==> config.mk <==
export PLATFORM = sky130hd
export DESIGN_NAME = mtg_key_ram
export DESIGN_NICKNAME = d
export VERILOG_FILES = /design/src/rtl/core/mtg_pkg.sv /design/src/rtl/core/mtg_key_ram.sv
export SDC_FILE = /design/constraint.sdc
export NUM_CORES = 2
export LEC_CHECK = 0
export BUFFER_PORTS_ARGS = -buffer_cell sky130_fd_sc_hd__buf_4
export CAP_MARGIN = 20
export CORE_ASPECT_RATIO = 1.5
export CORE_UTILIZATION = 40
export DETAILED_ROUTE_END_ITERATION = 10
export PLACE_DENSITY = 0.55
export SLEW_MARGIN = 30
export SYNTH_ARGS = -nofsm -noshare
export SYNTH_HDL_FRONTEND = slang
export SYNTH_SLANG_ARGS = --single-unit
==> constraint.sdc <==
create_clock -name clk_i -period 4.49 [get_ports clk_i]
set_clock_uncertainty 0.1 [all_clocks]
set_input_delay 0.898 -clock clk_i [delete_from_list [all_inputs] [get_ports clk_i]]
set_output_delay 0.898 -clock clk_i [all_outputs]
set_load 0.03 [all_outputs]
==> src/rtl/core/mtg_pkg.sv <==
// ----------------------------------------------------------------------------
// mtg_pkg
// shared constants, types and functions of the mersenne twister generator
// ----------------------------------------------------------------------------
package mtg_pkg;

  localparam int unsigned MT_N = 624;
  localparam int unsigned MAX_KEY_WORDS_DEF = 64;

  localparam logic [9:0] N_LAST  = 10'd623;
  localparam logic [9:0] N_FULL  = 10'd624;
  localparam logic [9:0] M_OFS   = 10'd397;
  localparam logic [9:0] NM_OFS  = 10'd227;

  localparam logic [31:0] TWIST_XOR  = 32'h9908_b0df;
  localparam logic [31:0] TOP_BIT    = 32'h8000_0000;
  localparam logic [31:0] LOW_BITS   = 32'h7fff_ffff;
  localparam logic [31:0] LIN_MULT   = 32'd1812433253;
  localparam logic [31:0] KEY_INIT   = 32'd19650218;
  localparam logic [31:0] KEY_MULT   = 32'd1664525;
  localparam logic [31:0] MIX_MULT   = 32'd1566083941;
  localparam logic [31:0] TEMPER_B   = 32'h9d2c_5680;
  localparam logic [31:0] TEMPER_C   = 32'hefc6_0000;

  localparam logic [2:0] ACT_SEED_WORD = 3'd0;
  localparam logic [2:0] ACT_KEY_WORD  = 3'd1;
  localparam logic [2:0] ACT_SEED_KEY  = 3'd2;
  localparam logic [2:0] ACT_DRAW_WORD = 3'd3;
  localparam logic [2:0] ACT_DRAW_IDX  = 3'd4;

  localparam logic [1:0] ST_OK         = 2'd0;
  localparam logic [1:0] ST_EMPTY_KEY  = 2'd1;
  localparam logic [1:0] ST_ZERO_BOUND = 2'd2;
  localparam logic [1:0] ST_NOT_SEEDED = 2'd3;

  typedef struct packed {
    logic        we;
    logic [9:0]  waddr;
    logic [31:0] wdata;
    logic [9:0]  raddr_a;
    logic [9:0]  raddr_b;
  } tw_req_t;

  typedef struct packed {
    logic        we;
    logic [9:0]  waddr;
    logic [31:0] wdata;
    logic [9:0]  raddr;
  } key_req_t;

  typedef struct packed {
    logic        valid;
    logic [31:0] value;
    logic [1:0]  status;
  } res_t;

  function automatic logic [31:0] temper(input logic [31:0] x);
    logic [31:0] y;
    y = x ^ (x >> 11);
    y = y ^ ((y << 7) & TEMPER_B);
    y = y ^ ((y << 15) & TEMPER_C);
    y = y ^ (y >> 18);
    return y;
  endfunction

  function automatic logic [4:0] clz32(input logic [31:0] x);
    logic [4:0] r;
    r = 5'd31;
    for (int b = 0; b < 32; b++) begin
      if (x[b]) r = 5'(31 - b);
    end
    return r;
  endfunction

endpackage

==> src/rtl/core/mtg_key_ram.sv <==
// ----------------------------------------------------------------------------
// mtg_key_ram
// key word store, one write port and one registered read port
// ----------------------------------------------------------------------------
module mtg_key_ram #(
  parameter int unsigned MAX_KEY_WORDS = mtg_pkg::MAX_KEY_WORDS_DEF
) (
  input  logic              clk_i,
  input  mtg_pkg::key_req_t req_i,
  output logic [31:0]       rd_o
);

  localparam int unsigned KAW = (MAX_KEY_WORDS > 1) ? $clog2(MAX_KEY_WORDS) : 1;

  logic [31:0] mem [MAX_KEY_WORDS];
  logic [31:0] rd_q;

  always_ff @(posedge clk_i) begin
    if (req_i.we) begin
      mem[req_i.waddr[KAW-1:0]] <= req_i.wdata;
    end
    rd_q <= mem[req_i.raddr[KAW-1:0]];
  end

  assign rd_o = rd_q;

endmodule

* After elaboration in Yosys (flattened, before gate mapping)
Memory sizes are Yosys's and may differ from the RTL's. A register that Yosys moved wholly into a read port is not among the register bits. Index checks and enable logic that the tools add are counted.
Storage, ports and cells: bits in registers 0, output and inout port bits 32, bits of input ports 54, memory bits (writable) 2048, word-level logic and storage cells 3, memories kept 1
Memories:
- mem | depth 64, bits a word 32, rd ports 1, clocked after Yosys merged registers in 1, write ports 1, RTL line mtg_key_ram.sv:15 | logic [31:0] mem [MAX_KEY_WORDS];
Cells by class: muxes and demuxes 2
Operators with widths (number):
- 1-bit two-way mux | 2

* Longest topological paths before layout
depth after elaboration 2, depth in mapped cells 10, gate-level depth less buffers 5

* Worst setup path after synthesis
Ideal clock, no wire load.
kind input-to-reg, from input port req_i[45] in the netlist's numbering, to memory mem[48][0], enable pin, arrival 3.597 ns, required time 3.929 ns, stages on the path 4, library setup time 0.461 ns, buffers on the path 1, setup slack 0.332 ns, cell sequence clkbuf_1 nor2b_1 nand4b_1 nor3_1
RTL lines:
- start, declared | RTL line mtg_key_ram.sv:9 | input mtg_pkg::key_req_t req_i,
- end, declared | RTL line mtg_key_ram.sv:15
Straight into the memory's write port.

==> results.cfg <==
[grt]
gr-total-overflow = 0
antenna_found_initial = 13
grt_start_max_net_pins = 65
grt_pass1_wl_mm = 285
grt_pass1_vias = 37400
grtUsageTotal = 0.207

[power_and_ir_drop]
p_per_area_nw_per_um2 = 440
leakage_nw = 27.8
vdd_ir_drop_max_uv = 287

[logic_synthesis]
yosysSeqAreaShare = 0.791
syn_area_um2 = 78500
syn_inst = 3324
synth_warnings = 0
synth_cell_types = 34
syn_area_per_cell_um2 = 23.6
ys_seq_elements = 2080
syn_nets = 3378
synth_area_leaders = edfxtp_1 (78%), mux4_2 (16%), mux2i_1 (1.2%)
yosysTopAreaCellShare = 0.783
yosys.area.top_type = edfxtp_1

[clock_tree]
cts_setup_buffers = 0
clk_path_buf_depth = 4
cts_tree = done
cts_buffers = 195
clk_pin_slew_ns = 0.06
clockRootBuffer = clkbuf_16
postCtsResizedCells = 0
cts_hold_buf = 0
cts_htree_levels = 4
cts.sinks = 2080
clk_latency_ns = 0.83

[cells_and_area]
multi_input_area_um2 = 16000
final_common_cell = edfxtp_1
final_cell_mix = edfxtp_1 (2,048), mux4_2 (544), buf_4 (227), clkbuf_16 (197), mux2i_1 (93)
seq_area_um2 = 62100
areaGrowthSynthToFinish_pct = 14.4
final_net_count = 3661
final_layout_size_suffix_gt1_frac = 0.303
stdcell_count = 6360
final_util = 0.462
fillers = 16000

[setup_path]
r2r_end = rd_o[6]
cp-end-kind = flop
arrival_ns = 3.57
rr_worst_depth = 4
required_ns = 5.04
r2r_slack_ns = 2.07
start_kind = input port
crit_type = input port to flop
startpoint = req_i[0]
path_max_fanout = 28
reg2reg_from = mem[15][6]

[routing]
num_vias = 35900
drcViolationCount = 0
wl_per_cell_um = 32.0
final_antenna_net_count = 0
drtIter0Drc = 3561
totalWireLength_mm = 203
detail_route.first_pass.iterations = 5
via_per_inst = 5.64

[sta]
final_hold_viol_count = 0
hold_ws_ns = 0.534
report.final.slew_viol_count = 0
period_minus_slack_ns = 3.02
tns_ns = 0
fmax_ghz = 0.331
tightestPinTransition_ns = 0.939
setup_viol = 0
finalCritPeriodShare = 0.672
rsz0062_at_grt = no
finalWorstSetupSlack_ns = 1.47
relSlewSlack = 0.372

[placed_design]
dpl.cell_count = 6010
numPortBuffers = 77
dp_hpwl_mm = 117
gp_congestion = 0.859
preCtsSetupSlack_ns = 0.649

[die]
start_util = 0.404
dieArea_um2 = 198000
die_w_um = 364
core_um2 = 194000
die_h_um = 545
ios = 86
rows = 198

[run_status]
status = finished clean

[flow_run]
cap_violations = 0

[hold_path]
hold_class = input port to flop
min_from = req_i[16]
worstHoldPathCells = 1
holdPathEnd = mem[46][6]
==> how the worst max path moves through the flow <==
stage                            end  depth (start not counted)
after floorplan           mem[48][0]                          4
after CTS                   rd_o[29]                          6
final                       rd_o[29]                          6
after detailed placement    rd_o[29]                          6
after global routing        rd_o[29]                          6
after global placement      rd_o[29]                          6
==> final cells by class <==
| cell class | count | area share |
|---|---|---|
| Sequential cell | 2080 | 0.692 |
| Antenna cell | 9 | 0.000251 |
| Timing Repair Buffer | 268 | 0.0279 |
| Clock inverter | 94 | 0.00843 |
| Clock buffer | 247 | 0.0574 |
| Tap cell | 2600 | 0.0362 |
| Multi-Input combinational cell | 1062 | 0.178 |
==> critical path: stages <==
cell     delay [ns]
buf_8          0.40
buf_4          0.44
mux4_2         0.55
mux4_2         0.51
o22ai_1        0.48
nor2_1         0.24
==> cells by family after synthesis <==
family	after synthesis	share of synthesized area
mux	637	0.168
flops	2080	0.791
buf+inv	182	0.0113
simple gates	223	0.0127
compound gates	202	0.0167
==> sequential cells by signal, summed over array words and instances, names as in the netlist <==
| name | flops |
|---|---|
| rd_o | 32 |
| mem | 2048 |
==> through the flow <==
stage	power [mW]	instance area (µm²)
2_1_floorplan	23.1	78500
3_3_place_gp	24.2	83900
3_5_place_dp	24.2	83900
4_1_cts	39.9	89800
5_1_grt	40.6	89800
6_report	39.5	89800
==> report_power, final <==
group / total [mW] / internal, mW / switching [mW] / leakage, nW
clock network: 15.7 / 8.78 / 6.95 / 2.90
registers: 21.6 / 21.5 / 0.0603 / 18.7
logic: 2.22 / 0.794 / 1.42 / 6.18
==> synthesized netlist by cell type <==
library cell / number
a21oi_1: 62
a22oi_1: 12
a311oi_1: 8
a31oi_1: 1
a41o_1: 4
and2_1: 2
and3_1: 4
buf_1: 21
buf_2: 57
buf_4: 25
buf_6: 5
clkbuf_1: 74
dfxtp_1: 32
edfxtp_1: 2048
mux2i_1: 93
mux4_2: 544
nand2_1: 26
nand2b_1: 8
nand3_1: 5
nand3b_1: 5
nand4_1: 2
nand4b_1: 1
nor2_1: 137
nor2b_1: 15
nor3_1: 7
o221ai_1: 27
o22ai_1: 84
o32ai_1: 4
or2_0: 1
or2_1: 1
or2_2: 1
or3_1: 3
or3b_1: 2
or3b_2: 3
==> layer usage <==
layer,part of all wire,vias up,GRT usage
met4,0.041,14,0.0795
li1,-,14800,-
met3,0.062,334,0.0370
met5,0.00043,-,0
met1,0.38,19700,0.255
met2,0.52,1057,0.362
Power figures use the tool's default switching activity.
