==> src/rtl/core/mtg_pkg.sv <==
// ----------------------------------------------------------------------------
// mtg_pkg
// shared constants, types and functions of the mersenne twister generator
// ----------------------------------------------------------------------------
package mtg_pkg;

  localparam int unsigned MT_N = 624;
  localparam int unsigned MAX_KEY_WORDS_DEF = 64;

  localparam logic [9:0] N_LAST  = 10'd623;
  localparam logic [9:0] N_FULL  = 10'd624;
  localparam logic [9:0] M_OFS   = 10'd397;
  localparam logic [9:0] NM_OFS  = 10'd227;

  localparam logic [31:0] TWIST_XOR  = 32'h9908_b0df;
  localparam logic [31:0] TOP_BIT    = 32'h8000_0000;
  localparam logic [31:0] LOW_BITS   = 32'h7fff_ffff;
  localparam logic [31:0] LIN_MULT   = 32'd1812433253;
  localparam logic [31:0] KEY_INIT   = 32'd19650218;
  localparam logic [31:0] KEY_MULT   = 32'd1664525;
  localparam logic [31:0] MIX_MULT   = 32'd1566083941;
  localparam logic [31:0] TEMPER_B   = 32'h9d2c_5680;
  localparam logic [31:0] TEMPER_C   = 32'hefc6_0000;

  localparam logic [2:0] ACT_SEED_WORD = 3'd0;
  localparam logic [2:0] ACT_KEY_WORD  = 3'd1;
  localparam logic [2:0] ACT_SEED_KEY  = 3'd2;
  localparam logic [2:0] ACT_DRAW_WORD = 3'd3;
  localparam logic [2:0] ACT_DRAW_IDX  = 3'd4;

  localparam logic [1:0] ST_OK         = 2'd0;
  localparam logic [1:0] ST_EMPTY_KEY  = 2'd1;
  localparam logic [1:0] ST_ZERO_BOUND = 2'd2;
  localparam logic [1:0] ST_NOT_SEEDED = 2'd3;

  typedef struct packed {
    logic        we;
    logic [9:0]  waddr;
    logic [31:0] wdata;
    logic [9:0]  raddr_a;
    logic [9:0]  raddr_b;
  } tw_req_t;

  typedef struct packed {
    logic        we;
    logic [9:0]  waddr;
    logic [31:0] wdata;
    logic [9:0]  raddr;
  } key_req_t;

  typedef struct packed {
    logic        valid;
    logic [31:0] value;
    logic [1:0]  status;
  } res_t;

  function automatic logic [31:0] temper(input logic [31:0] x);
    logic [31:0] y;
    y = x ^ (x >> 11);
    y = y ^ ((y << 7) & TEMPER_B);
    y = y ^ ((y << 15) & TEMPER_C);
    y = y ^ (y >> 18);
    return y;
  endfunction

  function automatic logic [4:0] clz32(input logic [31:0] x);
    logic [4:0] r;
    r = 5'd31;
    for (int b = 0; b < 32; b++) begin
      if (x[b]) r = 5'(31 - b);
    end
    return r;
  endfunction

endpackage

==> src/rtl/core/mtg_seq.sv <==
// ----------------------------------------------------------------------------
// mtg_seq
// operation sequencer: seeding loops, lazy twist and tempering of draws
// ----------------------------------------------------------------------------
module mtg_seq #(
  parameter int unsigned MAX_KEY_WORDS = mtg_pkg::MAX_KEY_WORDS_DEF
) (
  input  logic              clk_i,
  input  logic              rst_ni,
  input  logic              in_valid_i,
  output logic              in_stall_o,
  input  logic [2:0]        action_i,
  input  logic [31:0]       seed_word_i,
  input  logic [5:0]        key_index_i,
  input  logic [31:0]       key_word_i,
  input  logic [6:0]        key_count_i,
  input  logic [31:0]       bound_i,
  output mtg_pkg::res_t     res_o,
  input  logic              res_take_i,
  output mtg_pkg::tw_req_t  tw_o,
  input  logic [31:0]       tw_rd_a_i,
  input  logic [31:0]       tw_rd_b_i,
  output mtg_pkg::key_req_t key_o,
  input  logic [31:0]       key_rd_i
);

  localparam logic [10:0] MAXW = 11'(MAX_KEY_WORDS);

  typedef enum logic [10:0] {
    S_IDLE    = 11'b000_0000_0001,
    S_LIN_MUL = 11'b000_0000_0010,
    S_LIN_WR  = 11'b000_0000_0100,
    S_KEY_RD  = 11'b000_0000_1000,
    S_KEY_WR  = 11'b000_0001_0000,
    S_MIX_RD  = 11'b000_0010_0000,
    S_MIX_WR  = 11'b000_0100_0000,
    S_FIX0    = 11'b000_1000_0000,
    S_DRW_RD  = 11'b001_0000_0000,
    S_DRW_NB  = 11'b010_0000_0000,
    S_DONE    = 11'b100_0000_0000
  } state_e;

  state_e      state_q, state_d;
  logic [9:0]  pos_q, pos_d;
  logic        seeded_q, seeded_d;
  logic        key_mode_q, key_mode_d;
  logic [9:0]  n_q, n_d;
  logic [9:0]  k_q, k_d;
  logic [6:0]  j_q, j_d;
  logic [6:0]  len_q, len_d;
  logic [31:0] p_q, p_d;
  logic [31:0] prod_q, prod_d;
  logic [31:0] a_q, a_d;
  logic [31:0] far_q, far_d;
  logic [31:0] bound_q, bound_d;
  logic [4:0]  sh_q, sh_d;
  logic        idx_q, idx_d;
  logic [31:0] val_q, val_d;
  logic [1:0]  stat_q, stat_d;
  logic        drw_wr_q, drw_wr_d;

  logic        accept;
  logic [31:0] p_mix;
  logic [9:0]  cur;
  logic [9:0]  far_addr;
  logic [9:0]  nxt_addr;
  logic [31:0] y_tw;
  logic [31:0] new_word;
  logic [31:0] tempered;
  logic [31:0] cand;
  logic [31:0] w_lin;
  logic [31:0] w_key;
  logic [31:0] w_mix;
  logic [6:0]  j_inc;

  assign accept     = in_valid_i && (state_q == S_IDLE);
  assign in_stall_o = (state_q != S_IDLE);

  assign p_mix    = p_q ^ (p_q >> 30);
  assign cur      = (pos_q >= mtg_pkg::N_FULL) ? 10'd0 : pos_q;
  assign far_addr = (cur < mtg_pkg::NM_OFS) ? (cur + mtg_pkg::M_OFS) : (cur - mtg_pkg::NM_OFS);
  assign nxt_addr = (pos_q == mtg_pkg::N_LAST) ? 10'd0 : (pos_q + 10'd1);
  assign y_tw     = (a_q & mtg_pkg::TOP_BIT) | (tw_rd_a_i & mtg_pkg::LOW_BITS);
  assign new_word = far_q ^ (y_tw >> 1) ^ (y_tw[0] ? mtg_pkg::TWIST_XOR : 32'd0);
  assign tempered = mtg_pkg::temper(new_word);
  assign cand     = tempered >> sh_q;
  assign w_lin    = prod_q + {22'd0, n_q};
  assign w_key    = (tw_rd_a_i ^ prod_q) + key_rd_i + {25'd0, j_q};
  assign w_mix    = (tw_rd_a_i ^ prod_q) - {22'd0, n_q};
  assign j_inc    = j_q + 7'd1;

  always_comb begin
    state_d    = state_q;
    pos_d      = pos_q;
    seeded_d   = seeded_q;
    key_mode_d = key_mode_q;
    n_d        = n_q;
    k_d        = k_q;
    j_d        = j_q;
    len_d      = len_q;
    p_d        = p_q;
    prod_d     = prod_q;
    a_d        = a_q;
    far_d      = far_q;
    bound_d    = bound_q;
    sh_d       = sh_q;
    idx_d      = idx_q;
    val_d      = val_q;
    stat_d     = stat_q;
    drw_wr_d   = 1'b0;
    tw_o       = '0;
    key_o      = '0;
    key_o.raddr = {3'd0, j_q};

    if (drw_wr_q) begin
      // write-back of the twisted word and tempering
      tw_o.we    = 1'b1;
      tw_o.waddr = pos_q;
      tw_o.wdata = new_word;
      pos_d      = pos_q + 10'd1;
      if (idx_q && (cand >= bound_q)) begin
        state_d = S_DRW_RD;
      end else begin
        val_d   = idx_q ? cand : tempered;
        stat_d  = mtg_pkg::ST_OK;
        state_d = S_DONE;
      end
    end

    case (state_q)
      S_IDLE: begin
        if (accept) begin
          val_d   = '0;
          stat_d  = mtg_pkg::ST_OK;
          state_d = S_DONE;
          case (action_i)
            mtg_pkg::ACT_SEED_WORD: begin
              tw_o.we    = 1'b1;
              tw_o.waddr = '0;
              tw_o.wdata = seed_word_i;
              p_d        = seed_word_i;
              n_d        = 10'd1;
              key_mode_d = 1'b0;
              state_d    = S_LIN_MUL;
            end
            mtg_pkg::ACT_KEY_WORD: begin
              key_o.we    = ({5'd0, key_index_i} < MAXW);
              key_o.waddr = {4'd0, key_index_i};
              key_o.wdata = key_word_i;
            end
            mtg_pkg::ACT_SEED_KEY: begin
              if (key_count_i == 7'd0) begin
                stat_d = mtg_pkg::ST_EMPTY_KEY;
              end else begin
                tw_o.we    = 1'b1;
                tw_o.waddr = '0;
                tw_o.wdata = mtg_pkg::KEY_INIT;
                p_d        = mtg_pkg::KEY_INIT;
                n_d        = 10'd1;
                key_mode_d = 1'b1;
                len_d      = ({4'd0, key_count_i} > MAXW) ? MAXW[6:0] : key_count_i;
                state_d    = S_LIN_MUL;
              end
            end
            mtg_pkg::ACT_DRAW_WORD: begin
              if (!seeded_q) begin
                stat_d = mtg_pkg::ST_NOT_SEEDED;
              end else begin
                idx_d   = 1'b0;
                state_d = S_DRW_RD;
              end
            end
            mtg_pkg::ACT_DRAW_IDX: begin
              if (bound_i == 32'd0) begin
                stat_d = mtg_pkg::ST_ZERO_BOUND;
              end else if (!seeded_q) begin
                stat_d = mtg_pkg::ST_NOT_SEEDED;
              end else begin
                idx_d   = 1'b1;
                bound_d = bound_i;
                sh_d    = mtg_pkg::clz32(bound_i);
                state_d = S_DRW_RD;
              end
            end
            default: ;
          endcase
        end
      end
      S_LIN_MUL: begin
        prod_d  = mtg_pkg::LIN_MULT * p_mix;
        state_d = S_LIN_WR;
      end
      S_LIN_WR: begin
        tw_o.we    = 1'b1;
        tw_o.waddr = n_q;
        tw_o.wdata = w_lin;
        p_d        = w_lin;
        n_d        = n_q + 10'd1;
        state_d    = S_LIN_MUL;
        if (n_q == mtg_pkg::N_LAST) begin
          pos_d    = mtg_pkg::N_FULL;
          seeded_d = 1'b1;
          if (key_mode_q) begin
            p_d     = mtg_pkg::KEY_INIT;
            n_d     = 10'd1;
            k_d     = mtg_pkg::N_FULL;
            j_d     = '0;
            state_d = S_KEY_RD;
          end else begin
            state_d = S_DONE;
          end
        end
      end
      S_KEY_RD: begin
        tw_o.raddr_a = n_q;
        prod_d       = p_mix * mtg_pkg::KEY_MULT;
        state_d      = S_KEY_WR;
      end
      S_KEY_WR: begin
        tw_o.we    = 1'b1;
        tw_o.waddr = n_q;
        tw_o.wdata = w_key;
        p_d        = w_key;
        n_d        = (n_q == mtg_pkg::N_LAST) ? 10'd1 : (n_q + 10'd1);
        j_d        = (j_inc >= len_q) ? 7'd0 : j_inc;
        if (k_q == 10'd1) begin
          k_d     = mtg_pkg::N_LAST;
          state_d = S_MIX_RD;
        end else begin
          k_d     = k_q - 10'd1;
          state_d = S_KEY_RD;
        end
      end
      S_MIX_RD: begin
        tw_o.raddr_a = n_q;
        prod_d       = p_mix * mtg_pkg::MIX_MULT;
        state_d      = S_MIX_WR;
      end
      S_MIX_WR: begin
        tw_o.we    = 1'b1;
        tw_o.waddr = n_q;
        tw_o.wdata = w_mix;
        p_d        = w_mix;
        n_d        = (n_q == mtg_pkg::N_LAST) ? 10'd1 : (n_q + 10'd1);
        k_d        = k_q - 10'd1;
        state_d    = (k_q == 10'd1) ? S_FIX0 : S_MIX_RD;
      end
      S_FIX0: begin
        tw_o.we    = 1'b1;
        tw_o.waddr = '0;
        tw_o.wdata = mtg_pkg::TOP_BIT;
        pos_d      = mtg_pkg::N_FULL;
        state_d    = S_DONE;
      end
      S_DRW_RD: begin
        if (!drw_wr_q) begin
          tw_o.raddr_a = cur;
          tw_o.raddr_b = far_addr;
          pos_d        = cur;
          state_d      = S_DRW_NB;
        end
      end
      S_DRW_NB: begin
        if (!drw_wr_q) begin
          tw_o.raddr_a = nxt_addr;
          a_d          = tw_rd_a_i;
          far_d        = tw_rd_b_i;
          drw_wr_d     = 1'b1;
        end
      end
      S_DONE: begin
        if (res_take_i) state_d = S_IDLE;
      end
      default: state_d = S_IDLE;
    endcase
  end

  always_ff @(posedge clk_i or negedge rst_ni) begin
    if (!rst_ni) begin
      state_q  <= S_IDLE;
      pos_q    <= mtg_pkg::N_FULL;
      seeded_q <= 1'b0;
      drw_wr_q <= 1'b0;
    end else begin
      state_q  <= state_d;
      pos_q    <= pos_d;
      seeded_q <= seeded_d;
      drw_wr_q <= drw_wr_d;
    end
  end

  always_ff @(posedge clk_i) begin
    key_mode_q <= key_mode_d;
    n_q        <= n_d;
    k_q        <= k_d;
    j_q        <= j_d;
    len_q      <= len_d;
    p_q        <= p_d;
    prod_q     <= prod_d;
    a_q        <= a_d;
    far_q      <= far_d;
    bound_q    <= bound_d;
    sh_q       <= sh_d;
    idx_q      <= idx_d;
    val_q      <= val_d;
    stat_q     <= stat_d;
  end

  assign res_o.valid  = (state_q == S_DONE);
  assign res_o.value  = val_q;
  assign res_o.status = stat_q;

  a_pos_range: assert property (@(posedge clk_i) disable iff (!rst_ni)
    pos_q <= mtg_pkg::N_FULL) else $error("draw position beyond store");

  a_state_onehot: assert property (@(posedge clk_i) disable iff (!rst_ni)
    $onehot(state_q)) else $error("state not one-hot");

  a_draw_unseeded: assert property (@(posedge clk_i) disable iff (!rst_ni)
    accept && !seeded_q && (action_i == mtg_pkg::ACT_DRAW_WORD) |=> state_q == S_DONE)
    else $error("unseeded draw started work");

  a_loop_index: assert property (@(posedge clk_i) disable iff (!rst_ni)
    (state_q == S_KEY_WR || state_q == S_MIX_WR) |-> n_q != 10'd0)
    else $error("seeding loop touched word zero");

endmodule

==> config.mk <==
export PLATFORM = sky130hd
export DESIGN_NAME = mtg_seq
export DESIGN_NICKNAME = d
export VERILOG_FILES = /design/src/rtl/core/mtg_pkg.sv /design/src/rtl/core/mtg_seq.sv
export SDC_FILE = /design/constraint.sdc
export NUM_CORES = 2
export LEC_CHECK = 0
export ABC_AREA = 0
export BUFFER_PORTS_ARGS = -buffer_cell sky130_fd_sc_hd__buf_2
export CAP_MARGIN = 15
export CORE_ASPECT_RATIO = 0.9
export CORE_MARGIN = 1.5
export CORE_UTILIZATION = 40
export CTS_BUF_LIST = sky130_fd_sc_hd__clkbuf_2 sky130_fd_sc_hd__clkbuf_4 sky130_fd_sc_hd__clkbuf_8
export CTS_CLUSTER_SIZE = 24
export DETAILED_ROUTE_END_ITERATION = 7
export PLACE_DENSITY = 0.66
export RECOVER_POWER = 50
export SKIP_LAST_GASP = 1
export SYNTH_ARGS = -nofsm -noshare
export SYNTH_HDL_FRONTEND = slang
export SYNTH_SLANG_ARGS = --single-unit
==> constraint.sdc <==
create_clock -name clk_i -period 7.9 [get_ports clk_i]
set_input_delay 1.58 -clock clk_i [delete_from_list [all_inputs] [get_ports clk_i]]
set_output_delay 1.58 -clock clk_i [all_outputs]
set_load 0.01 [all_outputs]
* After elaboration in Yosys (flattened, before gate mapping)
Index checks and enable logic that the tools add are counted.
** Word-level totals
- Register bits after elaboration :: 258
- Latch bits :: 0
- Memory bits (writable) :: 0
- Memory bits (read-only) :: 0
- Bits of input ports :: 212
- Logic and storage cells :: 216
- Memories kept :: 0
** Operators by class
- Add/sub/neg operators :: 10
- Multipliers :: 3
- Div/mod/pow operators :: 0
- $lt $le $gt $ge :: 5
- Equal/unequal tests :: 28
- Shift operators :: 1
- Muxes and demuxes :: 107
- Bitwise logic cells :: 12
- Reductions and logical operators :: 28
** Operators with widths (number)
- $mux 32 :: 10
- $mux 43 :: 6
- $pmux 43 s5 :: 1
- $mux 10 :: 16
- $pmux 32 s4 :: 1
- $xor 32x32->32 :: 4
- $pmux 11 s11 :: 1
- $pmux 10 s3 :: 4
- $mux 11 :: 10
- $pmux 32 s3 :: 1
- $pmux 43 s2 :: 1
- $mux 5 :: 14
- $pmux 32 s2 :: 1
- $pmux 11 s4 :: 1
- $add 32x10->32 :: 1
- $add 32x32->32 :: 1
- $add 32x7->32 :: 1
- $ge 32x32->1 :: 1
- $logic_not 32->1 :: 1
- $mul 31x32->32 const A :: 1
- $mul 32x21->32 const B :: 1
- $mul 32x31->32 const B :: 1
- $mux 4 :: 8
- $or 32x31->32 :: 1
- 62 further kinds :: 106

* Longest topological paths before layout
- Depth in word-level cells :: 30
- Gate-level depth with buffers :: 27
- Gate-level depth less buffers :: 26

* Least setup slack after synthesis
OpenSTA, ideal clock, no wires.
- Path kind :: flip-flop to flip-flop
- From :: register p_q[30]
- To :: register prod_q[31], data pin
- Arrival :: 7.155 ns
- Path slack :: 0.471 ns
- Cell stages (with the launch flop) :: 25
- Buffers on the path :: 0
- Period minus slack after synthesis :: 7.429 ns
- Cells stage by stage :: edfxtp_1 xor2_1 ha_1 ha_1 or2_2 ha_1 inv_1 fa_1 inv_1 ha_1 fa_1 fa_1 fa_1 inv_1 fa_1 inv_1 ha_1 nand3_1 or2_2 o31ai_1 a21oi_1 o21ai_0 o31a_1 mux2i_1 o211ai_1
** On the way
- Word-level cells in the longest chain between the ends :: 3
** Ends and longest elaborated chain
- start, declared :: RTL line mtg_seq.sv:51 : logic [31:0] p_q, p_d;
- start signal, assigned :: RTL line mtg_seq.sv:298 : p_q <= p_d;
- $xor 32x2->32 (*) :: RTL line mtg_seq.sv:79 : assign p_mix = p_q ^ (p_q >> 30);
- $mul 32x31->32, or another cell as far along :: RTL line mtg_seq.sv:236 : prod_d = p_mix * mtg_pkg::MIX_MULT;
- $pmux 32 s3 (*) :: RTL line mtg_seq.sv:130 : case (state_q)
- named net prod_d[31] :: RTL line mtg_seq.sv:52 : logic [31:0] prod_q, prod_d;
- end signal, assigned :: RTL line mtg_seq.sv:299 : prod_q <= prod_d;
- end, declared :: RTL line mtg_seq.sv:52
Mark *: on every way through the listed nets, which the timed path passes. The rest lies on a longest branch.
A chain may end at the register's enable or synchronous reset.

==> reports/metrics.csv <==
stage,metric,value,unit
grt,GRT Total Usage,0.2972,
critical_path,R2R depth,23,
floorplan,Die Ht,299.8,µm
grt,global route overflow,0,
layout,area grow syn2layout,12.52,%
floorplan,die width,332.8,µm
synth,adder-cell share of the synthesized area,0.3929,
grt,vias in the first global route,33161,
synth,Yosys reg bits,227,
min_path,Hold Crit Depth,2,
cts,Root Buffer Master,clkbuf_8,
synth,"EDFF count, synth",170,
layout,layout cells sized above 1,0.1187,
job,Max Cap Viol,6,
synth,post-synthesis mux area share,0.02211,
place,DP Cell Count,5807,
timing,"Hold Vio Cnt, Final",0,
cts,htree depth,2,
synth,Synth Area per Inst,9.412,µm²
layout,nets@finish,5764,
place,GPL Wtd Cong,1.019,
critical_path,crit path kind,in2out,
route,post-route ant nets,0,
floorplan,core box area,96750,µm²
cts,clk_lat worst skew,0.64,ns
status,outcome,"finished, violations left",
timing,final worst path period need,7.730,ns
layout,number of fill cells,9422,
critical_path,CP arrival,6.15,ns
floorplan,Rows,108,
synth,Compound-Gate Fraction of Synth Area,0.1312,
critical_path,critical-path maximum fanout,4,
synth,"Top FF cell, synth",edfxtp_1,
synth,asr flop ratio synth,0.1013,
synth,cells after synthesis,4160,
timing,final cycle utilization of the critical path,0.9784,
route,WL final,149900,µm
synth,Mapped Area,39150,µm²
synth,largest family of logic cells by synthesized area,adder cells,
layout,Final Util,0.4554,
synth,Synth Area in Simple Gates,0.1040,
synth,post-synth top area share,0.2265,
critical_path,Worst EP required,6.32,ns
route,1st-iter DRT viols,3737,
timing,f_max,0.1294,GHz
grt,first-pass GRT wire length,218100,µm
timing,Slew HR,-0.7821,
critical_path,startpoint types,primary input,
timing,pin slew with the least headroom to its limit,2.673,ns
synth,sequential fraction of the synthesis area,0.1626,
floorplan,# IOs,364,
critical_path,critical-path cell list,buf_2 > xor2_1 > inv_1 > fa_1 > inv_1 > ha_1 > fa_1 > a21oi_1 > nor2_1 > o21ai_2 > a211oi_1 > o31ai_1 > nand3_1 > a31oi_1 > xnor2_1 > a22oi_1 > a32oi_1 > buf_2,
route,routed via count,33458,
layout,Final Non-Filler Cells,5900,
grt,largest net degree at the start of global routing,42,
place,Detailed Place HPWL,128200,µm
cts,clock buffer count from CTS,44,
route,DRC Markers,0,
timing,Worst Skew,0.02384,ns
place,PortBufs,356,
synth,"top cells by area, synth","fa_1 (23%), ha_1 (17%), edfxtp_1 (13%)",
floorplan,Initial Utilization,0.4047,
cts,Worst-path clk slew,0.06,ns
critical_path,slowest CP cell,a32oi_1,
timing,max-slew violations,167,
cts,CTS tree,done,
status,failing checks,"max-capacitance violations, max-slew violations",
synth,Yosys warning total,0,
synth,Post-Synth XOR/XNOR Area,0.09986,
cts,Sink Count,227,
grt,initial antenna violation count,18,
route,Wirelength per Cell,25.40,µm
min_path,Hold Path Class,reg2reg,
critical_path,CP endpoint kind,primary output,
floorplan,die area,99770,µm²
timing,count of final setup violators,0,
cts,CTS max path bufs,3,
route,post-DR vias/cell,5.671,
route,DRT Pass-1 Iters,6,
synth,"area leader, netlist",fa_1,
cts,# Post-CTS Setup Buffers,0,
critical_path,max incr delay on CP,0.54,ns
synth,Cell variety after synth,93,
==> routing by layer <==
metal | track usage | routed length, µm | up-vias
li1 | - | - | 14906
met1 | 0.4216 | 63490 | 16308
met2 | 0.4295 | 61720 | 1918
met3 | 0.07501 | 17670 | 324
met4 | 0.1234 | 6982 | 2
met5 | 0 | 10 | -
==> cell type report <==
cell class	instances	area (µm²)	share of cell area
Timing Repair Buffer	489	2655	0.06026
Sequential cell	227	6367	0.1445
Multi-Input combinational cell	3040	29460	0.6687
Clock buffer	55	706.9	0.01605
Clock inverter	26	300.3	0.006816
Tap cell	1265	1583	0.03593
Antenna cell	11	27.53	0.0006248
Inverter	787	2954	0.06705
==> state kept, by name, indices dropped and copies added, names as in the netlist, 2 cells and up <==
name,cells
len_q,7
k_q,10
n_q,10
far_q,32
state_q,11
stat_q,2
val_q,32
bound_q,32
prod_q,32
sh_q,5
p_q,32
pos_q,10
j_q,7
==> worst paths after layout <==
path                       slack, ns                    to              start
max reg2reg                     0.27  prod_q[31]$_DFFE_PP_  p_q[31]$_DFFE_PP_
min                             0.46     val_q[14]$_DFF_P_  val_q[14]$_DFF_P_
max                             0.17              tw_o[51]       tw_rd_a_i[1]
min reg2reg                     0.46     val_q[14]$_DFF_P_  val_q[14]$_DFF_P_
min in group asynchronous       1.26    pos_q[8]$_DFF_PN0_             rst_ni
max in group asynchronous       5.80  state_q[4]$_DFF_PN0_             rst_ni
==> logic make-up after synthesis <==
| kind of cell | count (synthesis) |
|---|---|
| fa+ha+maj | 964 |
| flops | 227 |
| other cells | 1 |
| xor+xnor | 385 |
| buf+inv | 899 |
| simple gates | 841 |
| compound gates | 777 |
| mux | 66 |
==> critical path: cells and delay by family <==
family / cells / cell delay [ns]
AO/OA/AOI/OAI: 7 / 2.21
XOR/XNOR: 2 / 0.38
adder cells (fa/ha/maj): 3 / 1.15
buffers and inverters: 4 / 0.55
AND/OR/NAND/NOR: 2 / 0.26
==> placed cells by master, fill, tap and decap left out, types with 15 or more instances in the layout <==
cell type  netlist  layout
o22ai_1         20      20
xnor2_1        206     206
and2_1          55      54
and3_1          24      24
buf_4            7     123
clkbuf_1        94      92
or3_1           16      16
nor2_1         233     233
inv_1          785     784
o31ai_1         15      15
dfrtp_1         18      18
nor3_1          65      63
mux2i_1         37      37
a31oi_1         21      21
o21a_1          21      21
nand4_1         24      24
xnor3_1         20      20
clkbuf_8         0      47
a21oi_1        191     191
edfxtp_1       170     170
ha_1           520     520
buf_2            4     272
nor4_1          24      24
nand2_1        206     206
a221oi_1        18      18
o211ai_1        39      39
a211oi_1        32      31
dfxtp_1         34      34
nor2b_1         40      40
o21ai_0        144     143
a22oi_1         38      38
xor2_1         139     137
nand2b_1        33      33
o21bai_1        21      21
a21o_1          79      79
nand3_1         68      68
fa_1           443     443
==> cell usage after synthesis, drive strengths merged, types with 18 or more instances <==
cell type	instances
o21bai	21
a31oi	21
buf	18
dfxtp	34
edfxtp	170
o211ai	39
xnor3	23
nand3	68
and3	24
nand2	206
a22oi	38
nor2b	40
nor2	233
o21ai	155
a21o	79
clkbuf	94
xnor2	211
nor4	25
and2	56
a221oi	18
o22ai	20
dfrtp	18
xor2	145
ha	520
nand2b	33
nor3	65
mux2i	38
a21oi	192
a211oi	33
nand4	24
fa	443
o21a	21
inv	785
==> stage by stage <==
stage	hold slack (ns)	setup WS [ns]	instance area, µm²	setup TNS (ns)
floorplan	0.4762	0.4714	39180	0
global placement	0.4496	-0.04178	43140	-0.04178
detailed placement	0.4492	-0.1524	43140	-0.1713
CTS	0.4573	0.09695	44140	0
global route	0.4889	-0.002739	44050	-0.002739
finish	0.4617	0.1702	44060	0
==> repair_timing <==
action,CTS,global route
setup endpoints to repair,2,7
gates resized for setup,1,4
hold buffers,0,0
Power is not shown: default switching activity piles up to over one toggle a cycle in this logic, so the estimate is an artifact.
